===== src/hdl/spectral_bin_correlation_tracker_assert.svh =====
// Assertion macros for the tracker RTL.
// Needs clk and rst_n in the scope of every use.
`ifndef SPECTRAL_BIN_CORRELATION_TRACKER_ASSERT_SVH
`define SPECTRAL_BIN_CORRELATION_TRACKER_ASSERT_SVH
`ifndef SYNTHESIS
`define SBCT_ASSERT(label, expr, msg) \
    label: assert property (@(posedge clk) disable iff (!rst_n) (expr)) else $error(msg);
`define SBCT_ASSERT_NEXT(label, ante, cons, msg) \
    label: assert property (@(posedge clk) disable iff (!rst_n) (ante) |=> (cons)) else $error(msg);
`else
`define SBCT_ASSERT(label, expr, msg)
`define SBCT_ASSERT_NEXT(label, ante, cons, msg)
`endif
`endif


===== src/hdl/sbct_pkg.sv =====
// Types and constants of the spectral bin correlation tracker.
// No dependencies; imported by every module of the block.
`default_nettype none
package sbct_pkg;

    localparam int SAMPLE_BITS = 24;
    localparam int MAX_BINS    = 4097;
    localparam int MODE_COUNT  = 3;
    localparam int STORE_DEPTH = MODE_COUNT * MAX_BINS;
    localparam int ADDR_W      = $clog2(STORE_DEPTH);
    localparam int BIN_W       = 13;
    localparam int COEF_W      = 16;
    localparam int ALPHA_W     = 16;

    localparam int MAG_W  = SAMPLE_BITS;
    localparam int SQ_W   = 2 * MAG_W;
    localparam int E_W    = SQ_W + 1;
    localparam int DIV_W  = SQ_W + 2;
    localparam int ROOT_STEPS = MAG_W;
    localparam int QUOT_STEPS = 14;
    localparam int Q_W        = QUOT_STEPS + 1;
    localparam int FRONT_STAGES = 3 + ROOT_STEPS + 2 + 1 + QUOT_STEPS + 1;
    localparam int PROD_W = ALPHA_W + COEF_W + 2;

    localparam int QUEUE_DEPTH = 4;
    localparam int QPTR_W      = $clog2(QUEUE_DEPTH);
    localparam int QCNT_W      = $clog2(QUEUE_DEPTH + 1);

    localparam int IN_TDATA_W  = ((BIN_W + 4 * SAMPLE_BITS + 7) / 8) * 8;
    localparam int OUT_TDATA_W = ((BIN_W + 2 * COEF_W + 7) / 8) * 8;
    localparam int CFG_IDX_W   = 3;
    localparam int CFG_DATA_W  = 16;

    localparam logic signed [COEF_W-1:0] ONE_Q14 = COEF_W'(16384);
    localparam logic [COEF_W-1:0]        SAT_Q14 = COEF_W'(32767);
    localparam logic [ALPHA_W:0]         ALPHA_ONE = (ALPHA_W+1)'(1) << ALPHA_W;
    localparam logic [PROD_W-1:0]        ROUND_HALF = PROD_W'(1) << (ALPHA_W - 1);

    typedef enum logic [1:0] {
        MODE_PHASE,
        MODE_FREQ,
        MODE_ENERGY
    } mode_t;

    typedef enum logic [CFG_IDX_W-1:0] {
        REG_MODE,
        REG_ALPHA,
        REG_FLOOR,
        REG_CEIL,
        REG_FFLOOR,
        REG_BINS
    } cfg_reg_t;

    typedef struct packed {
        logic [1:0]                mode;
        logic [ALPHA_W-1:0]        alpha;
        logic signed [COEF_W-1:0]  floor_q;
        logic signed [COEF_W-1:0]  ceil_q;
        logic signed [COEF_W-1:0]  ffloor_q;
        logic [BIN_W-1:0]          bin_count;
    } cfg_t;

    // one classified item handed from the front to the store stage
    typedef struct packed {
        logic [BIN_W-1:0]          bin;
        logic [ADDR_W-1:0]         addr;
        logic                      oor;
        logic signed [COEF_W-1:0]  coef;
    } item_t;

    typedef struct packed {
        logic signed [COEF_W-1:0]  min_q;
        logic signed [COEF_W-1:0]  avg_q;
        logic [BIN_W-1:0]          bin;
    } result_t;

endpackage
`default_nettype wire


===== src/hdl/sbct_queue.sv =====
// Short queue between the front pipeline and the store stage.
// Uses sbct_pkg and the tracker assertion macros.
`default_nettype none
`include "spectral_bin_correlation_tracker_assert.svh"
module sbct_queue (
    input  logic            clk,
    input  logic            rst_n,
    input  logic            push,
    input  sbct_pkg::item_t push_item,
    output logic            full,
    input  logic            pop,
    output sbct_pkg::item_t head,
    output logic            empty
);
    import sbct_pkg::*;

    item_t             entry_reg [QUEUE_DEPTH];
    logic [QPTR_W-1:0] wr_ptr_reg, rd_ptr_reg;
    logic [QCNT_W-1:0] cnt_reg;

    assign full  = (cnt_reg == QCNT_W'(QUEUE_DEPTH));
    assign empty = (cnt_reg == '0);
    assign head  = entry_reg[rd_ptr_reg];

    always_ff @(posedge clk)
    begin
        if (push)
            entry_reg[wr_ptr_reg] <= push_item;
    end

    always_ff @(posedge clk or negedge rst_n)
    begin
        if (!rst_n)
        begin
            wr_ptr_reg <= '0;
            rd_ptr_reg <= '0;
            cnt_reg    <= '0;
        end
        else
        begin
            if (push)
                wr_ptr_reg <= wr_ptr_reg + 1'b1;
            if (pop)
                rd_ptr_reg <= rd_ptr_reg + 1'b1;
            if (push && !pop)
                cnt_reg <= cnt_reg + 1'b1;
            else if (pop && !push)
                cnt_reg <= cnt_reg - 1'b1;
        end
    end

    `SBCT_ASSERT(a_cnt_bound, cnt_reg <= QCNT_W'(QUEUE_DEPTH), "queue count beyond depth")
    `SBCT_ASSERT(a_push_room, !(push && full), "push into a full queue")
    `SBCT_ASSERT_NEXT(a_pop_drains, pop && !push, cnt_reg == $past(cnt_reg) - 1'b1, "pop lost")

endmodule
`default_nettype wire


===== config.mk =====
export PLATFORM = sky130hd
export DESIGN_NAME = sbct_queue
export DESIGN_NICKNAME = d
export VERILOG_FILES = /design/src/hdl/sbct_pkg.sv /design/src/hdl/sbct_queue.sv
export VERILOG_INCLUDE_DIRS = /design/src /design/src/hdl
export SDC_FILE = /design/constraint.sdc
export NUM_CORES = 1
export LEC_CHECK = 0
export BUFFER_PORTS_ARGS = -buffer_cell sky130_fd_sc_hd__clkbuf_2
export CAP_MARGIN = 20
export CORE_MARGIN = 5
export CORE_UTILIZATION = 44
export CTS_CLUSTER_DIAMETER = 60
export DETAILED_ROUTE_END_ITERATION = 12
export MAX_ROUTING_LAYER = met4
export PLACE_DENSITY_LB_ADDON = 0.15
export SLEW_MARGIN = 10
export SYNTH_ARGS = -nofsm -noshare
export SYNTH_HDL_FRONTEND = slang
export SYNTH_SLANG_ARGS = --single-unit

===== constraint.sdc =====
create_clock -name clk -period 2.35 [get_ports clk]
set_input_delay 0.3525 -clock clk [delete_from_list [all_inputs] [get_ports clk]]
set_output_delay 0.3525 -clock clk [all_outputs]
set_load 0.05 [all_outputs]

==> impl_metrics.json, run 1 <==
{
  "outcome": "finished clean",
  "skew_pair_late_insertion_delay_ns": 0.43,
  "synth_largest_area_cell": "sky130_fd_sc_hd__edfxtp_1",
  "drt-wirelength-per-cell_microns": 20.69,
  "final_period_minus_worst_setup_slack_ns": 2.284,
  "grt_pass1_wl_microns": 19180,
  "all_layer_gr_usage": 0.1510,
  "cts_inserted_buffers": 17,
  "fillers": 1164,
  "worst-r2r-cell-count": 4,
  "ir_drop_mv": 0.9223,
  "ctsLongestPathBuffers": 2,
  "finalNetCount": 439,
  "place_area_sq_um": 7590,
  "end_kind": "primary output",
  "avgViaCountPerCell": 5.162,
  "cp_data_arrival_time_ns": 1.93,
  "fmaxAchievable_ghz": 0.4377,
  "largest_register_ff_count": 176,
  "setup_viol": 0,
  "area.growth.synth_to_final_pct": 21.44,
  "drv.max_cap_violation_count": 0,
  "worstReg2RegEnd": "entry_reg[0][9]$_DFFE_PP_",
  "initialDrtViolationCount": 157,
  "async_flop_share": 0.03825,
  "synthesis.area_sq_um": 6805,
  "ant_nets": 0,
  "pin_count_of_the_biggest_net_entering_global_routing": 33,
  "design.core.area_sq_um": 15200,
  "ctsHtreeMaxLevel": 4,
  "synth-main-ff-cell": "sky130_fd_sc_hd__edfxtp_1",
  "placed_cells_incl_taps": 547,
  "antenna_found_initial": 0,
  "layout-drive-gt1-share": 0.4673,
  "final_cells": 586,
  "initial_core_util": 0.4477,
  "worstSetupStartpointType": "flop",
  "timing.hold.worst_path_depth": 2,
  "num_antenna_cells": 0,
  "fp_rows": 45,
  "finalHoldWorstSlack_ns": 0.1401,
  "yosys.cell_types.count": 19,
  "total_of_flip_flops_plus_latches_after_synthesis": 183,
  "post_synth_main_area_contributors": "sky130_fd_sc_hd__edfxtp_1, sky130_fd_sc_hd__mux4_2, sky130_fd_sc_hd__dfrtp_1",
  "drt-total-wl_microns": 12130,
  "worstMarginPinSlew_ns": 0.5120,
  "synth-edff-count": 176,
  "postSynthAreaPerCell_sq_um": 25.78,
  "detail_route.first_pass.iterations": 4,
  "setup.reg_to_reg.worst_slack_ns": 0.66,
  "place_hpwl_microns": 7612,
  "clockRootBuffer": "sky130_fd_sc_hd__clkbuf_16",
  "clock-sinks": 183,
  "timing.final.max_slew_violations": 0,
  "place.port_buffers": 93,
  "setup.worst_path.class": "flop to primary output",
  "mappedNetlistNets": 318,
  "finalClockSkew_ns": 0.006870,
  "timing_hold_violations_final": 0,
  "globalRouteOverflowTotal": 0,
  "worst_setup_hold_path_clk_slew_ns": 0.06,
  "worst_ep_required_time_ns": 2.00,
  "final_cell_area_sq_um": 8264,
  "yosys-top-cells-count": "sky130_fd_sc_hd__edfxtp_1, sky130_fd_sc_hd__mux4_2, sky130_fd_sc_hd__dfrtp_1, sky130_fd_sc_hd__mux4_1",
  "globalplace.congestion": 0.6846,
  "worst_hold_path.endpoint": "rd_ptr_reg[0]$_DFFE_PN0P_",
  "finalSetupTns_ns": 0,
  "min-delay-start": "pop",
  "postSynthCellCount": 264,
  "cts_tree": "built",
  "rr_startpoint": "wr_ptr_reg[0]$_DFFE_PN0P_",
  "path_max_fanout": 9,
  "timing.max_slew.rel_slack": 0.6587,
  "synth.yosys.seq_area_share": 0.8024,
  "drcViolationCount": 0,
  "num_vias": 3025,
  "power.leakage_nw": 2.914,
  "ios": 94,
  "portion_of_the_clock_cycle_consumed_by_the_worst_path_in_the_final_layout": 0.9721,
  "die_height_microns": 134.4,
  "power_density_nw_per_um2": 1452,
  "synth_most_common_cell": "sky130_fd_sc_hd__edfxtp_1",
  "synth.top_cell.area_share": 0.7766,
  "grt_setup_unrepaired": "no",
  "design.die.area_sq_um": 18050,
  "fp.dieW_microns": 134.4,
  "yosys_warnings": 0,
  "vias_in_the_first_global_route": 3379,
  "min-delay-path-class": "primary input to flop"
}
[report_power, final]
group	leakage (nW)	internal (mW)	switching (mW)
combinational	0.938	1.58	3.13
clock	0.279	1.66	1.15
sequential	1.70	4.28	0.202
[cell usage in the layout (no fill, tap or decap)]
| cell type | instances |
|---|---|
| sky130_fd_sc_hd__dfrtp_4 | 1 |
| sky130_fd_sc_hd__nor3b_1 | 1 |
| sky130_fd_sc_hd__buf_12 | 10 |
| sky130_fd_sc_hd__o21ai_0 | 1 |
| sky130_fd_sc_hd__ha_1 | 5 |
| sky130_fd_sc_hd__inv_6 | 1 |
| sky130_fd_sc_hd__clkbuf_16 | 17 |
| sky130_fd_sc_hd__bufinv_16 | 3 |
| sky130_fd_sc_hd__fa_1 | 1 |
| sky130_fd_sc_hd__dfrtp_1 | 5 |
| sky130_fd_sc_hd__xor2_1 | 4 |
| sky130_fd_sc_hd__mux4_2 | 38 |
| sky130_fd_sc_hd__buf_2 | 12 |
| sky130_fd_sc_hd__clkinv_2 | 5 |
| sky130_fd_sc_hd__clkinv_1 | 1 |
| sky130_fd_sc_hd__mux4_1 | 6 |
| sky130_fd_sc_hd__inv_1 | 4 |
| sky130_fd_sc_hd__nor2_1 | 1 |
| sky130_fd_sc_hd__nor3_1 | 1 |
| sky130_fd_sc_hd__dfrtp_2 | 1 |
| sky130_fd_sc_hd__edfxtp_1 | 176 |
| sky130_fd_sc_hd__xnor2_1 | 2 |
| sky130_fd_sc_hd__clkinvlp_4 | 4 |
| sky130_fd_sc_hd__clkbuf_2 | 78 |
| sky130_fd_sc_hd__buf_4 | 8 |
| sky130_fd_sc_hd__clkbuf_4 | 3 |
| sky130_fd_sc_hd__clkbuf_1 | 1 |
| sky130_fd_sc_hd__nand2_1 | 2 |
| sky130_fd_sc_hd__dlygate4sd3_1 | 1 |
| sky130_fd_sc_hd__mux2_2 | 1 |
| sky130_fd_sc_hd__and2_2 | 4 |
[stage by stage]
step	power [mW]	worst slack [ns]	util
floorplan	8.088	0.2711	-
global placement	9.143	0.3372	0.4993
detailed placement	9.187	0.3157	0.4993
CTS	12.19	0.002874	0.5436
global route	12.53	0.001091	0.5436
finish	12.00	0.06555	0.5436
[area by class of cell]
type	count	area, sq um	share of cell area
Clock buffer	18	429.2	0.05193
Timing Repair Buffer	112	743.2	0.08993
Multi-Input combinational cell	67	1219	0.1475
Tap cell	188	235.2	0.02846
Clock inverter	14	157.7	0.01908
Sequential cell	183	5465	0.6613
Inverter	4	15.01	0.001817
[worst max path at each step]
stage | slack (ns) | cells past startpoint | end | start
CTS | 0.003 | 4 | head[9] | rd_ptr_reg[0]$_DFFE_PN0P_
floorplan | 0.27 | 3 | entry_reg[2][0]$_DFFE_PP_ | wr_ptr_reg[0]$_DFFE_PN0P_
global route | 0.001 | 4 | head[20] | rd_ptr_reg[0]$_DFFE_PN0P_
detailed placement | 0.32 | 3 | head[9] | rd_ptr_reg[0]$_DFFE_PN0P_
global placement | 0.34 | 3 | head[33] | rd_ptr_reg[0]$_DFFE_PN0P_
finish | 0.07 | 4 | head[20] | rd_ptr_reg[0]$_DFFE_PN0P_
[per-layer routing]
| metal | global-route usage | share of wire | wire (microns) | vias to the layer above |
|---|---|---|---|---|
| met5 | - | 0 | 0 | - |
| met4 | 0.06618 | 0.020 | 243 | 0 |
| met3 | 0.05176 | 0.062 | 752 | 19 |
| met2 | 0.2324 | 0.50 | 6031 | 77 |
| met1 | 0.1827 | 0.42 | 5097 | 1563 |
| li1 | - | - | - | 1366 |
[cell families after synthesis]
group	Yosys count	share of synthesized area
AO/OA/AOI/OAI	1	0.0007347
buffers and inverters	14	0.01930
adder cells (fa/ha/maj)	6	0.01213
flip-flops	183	0.8024
XOR/XNOR	6	0.007722
AND/OR/NAND/NOR	9	0.007169
multiplexers	45	0.1506
[worst max-delay path, cell delays in order (launching register included)]
cell and delay, ns:
sky130_fd_sc_hd__dfrtp_4 0.51, sky130_fd_sc_hd__buf_12 0.15, sky130_fd_sc_hd__buf_12 0.14, sky130_fd_sc_hd__mux4_2 0.44
sky130_fd_sc_hd__clkbuf_2 0.26
[repair_timing]
| action | 4_1_cts | 5_1_grt |
|---|---|---|
| hold endpoints to repair | 7 | 0 |
| buffers inserted | 6 | 0 |
| endpoints found under the setup margin | 39 | 12 |
| cloned | 0 | 0 |
| gates resized for setup | 3 | 12 |
| hold buffers | 1 | 0 |
Note: power is estimated with default switching activity, not from simulation.
==> inputs of run 2 (changes only) <==
Clock period 2.35 ns to 1.95 ns, I/O delays scaled along.
==> run 2 against run 1 <==
The run now ends with negative setup slack left. Die area did not move. Sequential power rose by 21%. Critical path type unchanged. Worst hold slack lost 0.057 ns. Non-clock buffer count rose by 2. Register-to-register slack worse by 0.25 ns.
==> impl_metrics.json, run 2 (synthesis gave the netlist of run 1 again) <==
{
  "worstSetupStartpointType": "flop",
  "globalplace.congestion": 0.7069,
  "detailedPlace.worstSlack_ns": 0.07128,
  "timing.max_slew.rel_slack": 0.7714,
  "design.die.area_sq_um": 18050,
  "all_layer_gr_usage": 0.1533,
  "grt_setup_unrepaired": "yes",
  "ir_drop_mv": 0.9574,
  "min-delay-path-class": "primary input to flop",
  "p_sw_mw": 5.691,
  "place_area_sq_um": 7630,
  "skew_pair_late_insertion_delay_ns": 0.42,
  "setup.worst_path.class": "flop to primary output",
  "cellInternalPower_mw": 10.31,
  "antenna_found_initial": 0,
  "drt-total-wl_microns": 12560,
  "cp_data_arrival_time_ns": 1.91,
  "clock-sinks": 183,
  "final_period_minus_worst_setup_slack_ns": 2.205,
  "avgViaCountPerCell": 5.223,
  "power.leakage_nw": 3.047,
  "placed_cells_incl_taps": 549,
  "combPwrFrac": 0.449,
  "drcViolationCount": 0,
  "layout_common_cells": "sky130_fd_sc_hd__edfxtp_1, sky130_fd_sc_hd__clkbuf_2, sky130_fd_sc_hd__mux4_2",
  "netSwitchingFraction": 0.3556,
  "initialDrtViolationCount": 236,
  "layout-drive-gt1-share": 0.4775,
  "pin_count_of_the_biggest_net_entering_global_routing": 32,
  "timing.final.max_slew_violations": 0,
  "clockRootBuffer": "sky130_fd_sc_hd__clkbuf_16",
  "die_height_microns": 134.4,
  "outcome": "complete, but fails checks",
  "timing_hold_violations_final": 0,
  "power_frac_clock": 0.211,
  "finalSetupTns_ns": -8.537,
  "final_util": 0.5743,
  "fmaxAchievable_ghz": 0.4535,
  "power_frac_seq": 0.339,
  "critical_path.max_stage_delay_ns": 0.53,
  "cts_inserted_buffers": 17,
  "power_density_nw_per_um2": 1833,
  "fillers": 1134,
  "cts_tree": "built",
  "path_cells": "buf_12 > buf_16 > mux4_2 > buf_8",
  "failed_checks": "negative setup slack",
  "area.growth.synth_to_final_pct": 28.30,
  "ctsLongestPathBuffers": 2,
  "end_kind": "primary output",
  "worst_ep_required_time_ns": 1.66,
  "initial_core_util": 0.4477,
  "worst_setup_hold_path_clk_slew_ns": 0.06,
  "place_hpwl_microns": 7583,
  "ios": 94,
  "largest_register_ff_count": 176,
  "path_max_fanout": 7,
  "design.core.area_sq_um": 15200,
  "layout.cells.most_common": "sky130_fd_sc_hd__edfxtp_1",
  "fp.dieW_microns": 134.4,
  "setup_viol": 44,
  "place.port_buffers": 93,
  "grt_pass1_wl_microns": 19350,
  "globalRouteOverflowTotal": 0,
  "timing.critical_path.slowest_stage_cell": "sky130_fd_sc_hd__mux4_2",
  "finalNetCount": 441,
  "drt-wirelength-per-cell_microns": 21.36,
  "finalHoldWorstSlack_ns": 0.08327,
  "worstMarginPinSlew_ns": 0.3430,
  "ctsHtreeMaxLevel": 4,
  "fp_rows": 45,
  "drv.max_cap_violation_count": 0,
  "vias_in_the_first_global_route": 3361,
  "num_antenna_cells": 0,
  "detail_route.first_pass.iterations": 4,
  "portion_of_the_clock_cycle_consumed_by_the_worst_path_in_the_final_layout": 1.131,
  "final_cells": 588,
  "p_total_mw": 16.01,
  "final_cell_area_sq_um": 8731,
  "ant_nets": 0,
  "num_vias": 3071,
  "finalWorstSetupSlack_ns": -0.2549,
  "finalClockSkew_ns": 0.009418
}
[run 2: cell count changes in the layout (fill, tap and decap cells not counted), sizes merged]
| cell | change |
|---|---|
| clkbuf | -30 |
| buf | +33 |
| inv | -1 |
| clkinv | -1 |
| clkinvlp | +1 |
[run 2: what timing repair did]
item                                    in CTS  in global routing
endpoints found under the setup margin      44                 44
hold endpoints to repair                     7                  0
pin swaps                                    0                  0
gates cloned                                 1                  0
buffers inserted                             3                  2
resized for setup                           95                 45
hold buffers                                 1                  0
[run 2: routing by layer]
layer,wire (microns),GRT usage
met4,170,0.05090
met3,733,0.05514
met5,0,-
met2,6131,0.2304
met1,5526,0.1963
[run 2: worst max-delay path: cells and delay by family, from the launching register on]
kind | cells | cell delay [ns]
muxes | 1 | 0.53
DFF | 1 | 0.51
buffers and inverters | 3 | 0.43
[run 2: power by group through the flow]
stage,Combinational [mW],Sequential [mW],Clock [mW]
2_1_floorplan,4.37,5.37,0
3_3_place_gp,5.62,5.49,0
3_5_place_dp,5.63,5.52,0
4_1_cts,6.85,5.44,3.47
5_1_grt,7.53,5.50,3.66
6_report,7.19,5.43,3.38
[run 2: path summary, 6_finish.rpt]
| kind | from | endpoint | slack (ns) | cells after the start |
|---|---|---|---|---|
| worst max-delay path | rd_ptr_reg[0]$_DFFE_PN0P_ | head[37] | -0.25 | 4 |
| worst min-delay path | push_item[7] | entry_reg[1][7]$_DFFE_PP_ | 0.08 | 1 |
| worst max register to register | wr_ptr_reg[1]$_DFFE_PN0P_ | entry_reg[1][11]$_DFFE_PP_ | 0.41 | 4 |
| worst min register to register | cnt_reg[2]$_DFFE_PN0P_ | cnt_reg[2]$_DFFE_PN0P_ | 0.49 | 1 |
| max in group asynchronous | rst_n | rd_ptr_reg[0]$_DFFE_PN0P_ | 1.52 | 2 |
| min in group asynchronous | rst_n | cnt_reg[1]$_DFFE_PN0P_ | 0.23 | 2 |
[run 2: layout make-up]
type                    instances  area [sq um]  area share
flip-flops and latches        183          5465      0.6260
repair buffers                114          1230      0.1409
multi-input cells              67          1196      0.1370
clock buffers                  19         432.9     0.04958
well taps                     188         235.2     0.02694
clock inverters                13         156.4     0.01791
inverters                       4         15.01    0.001720
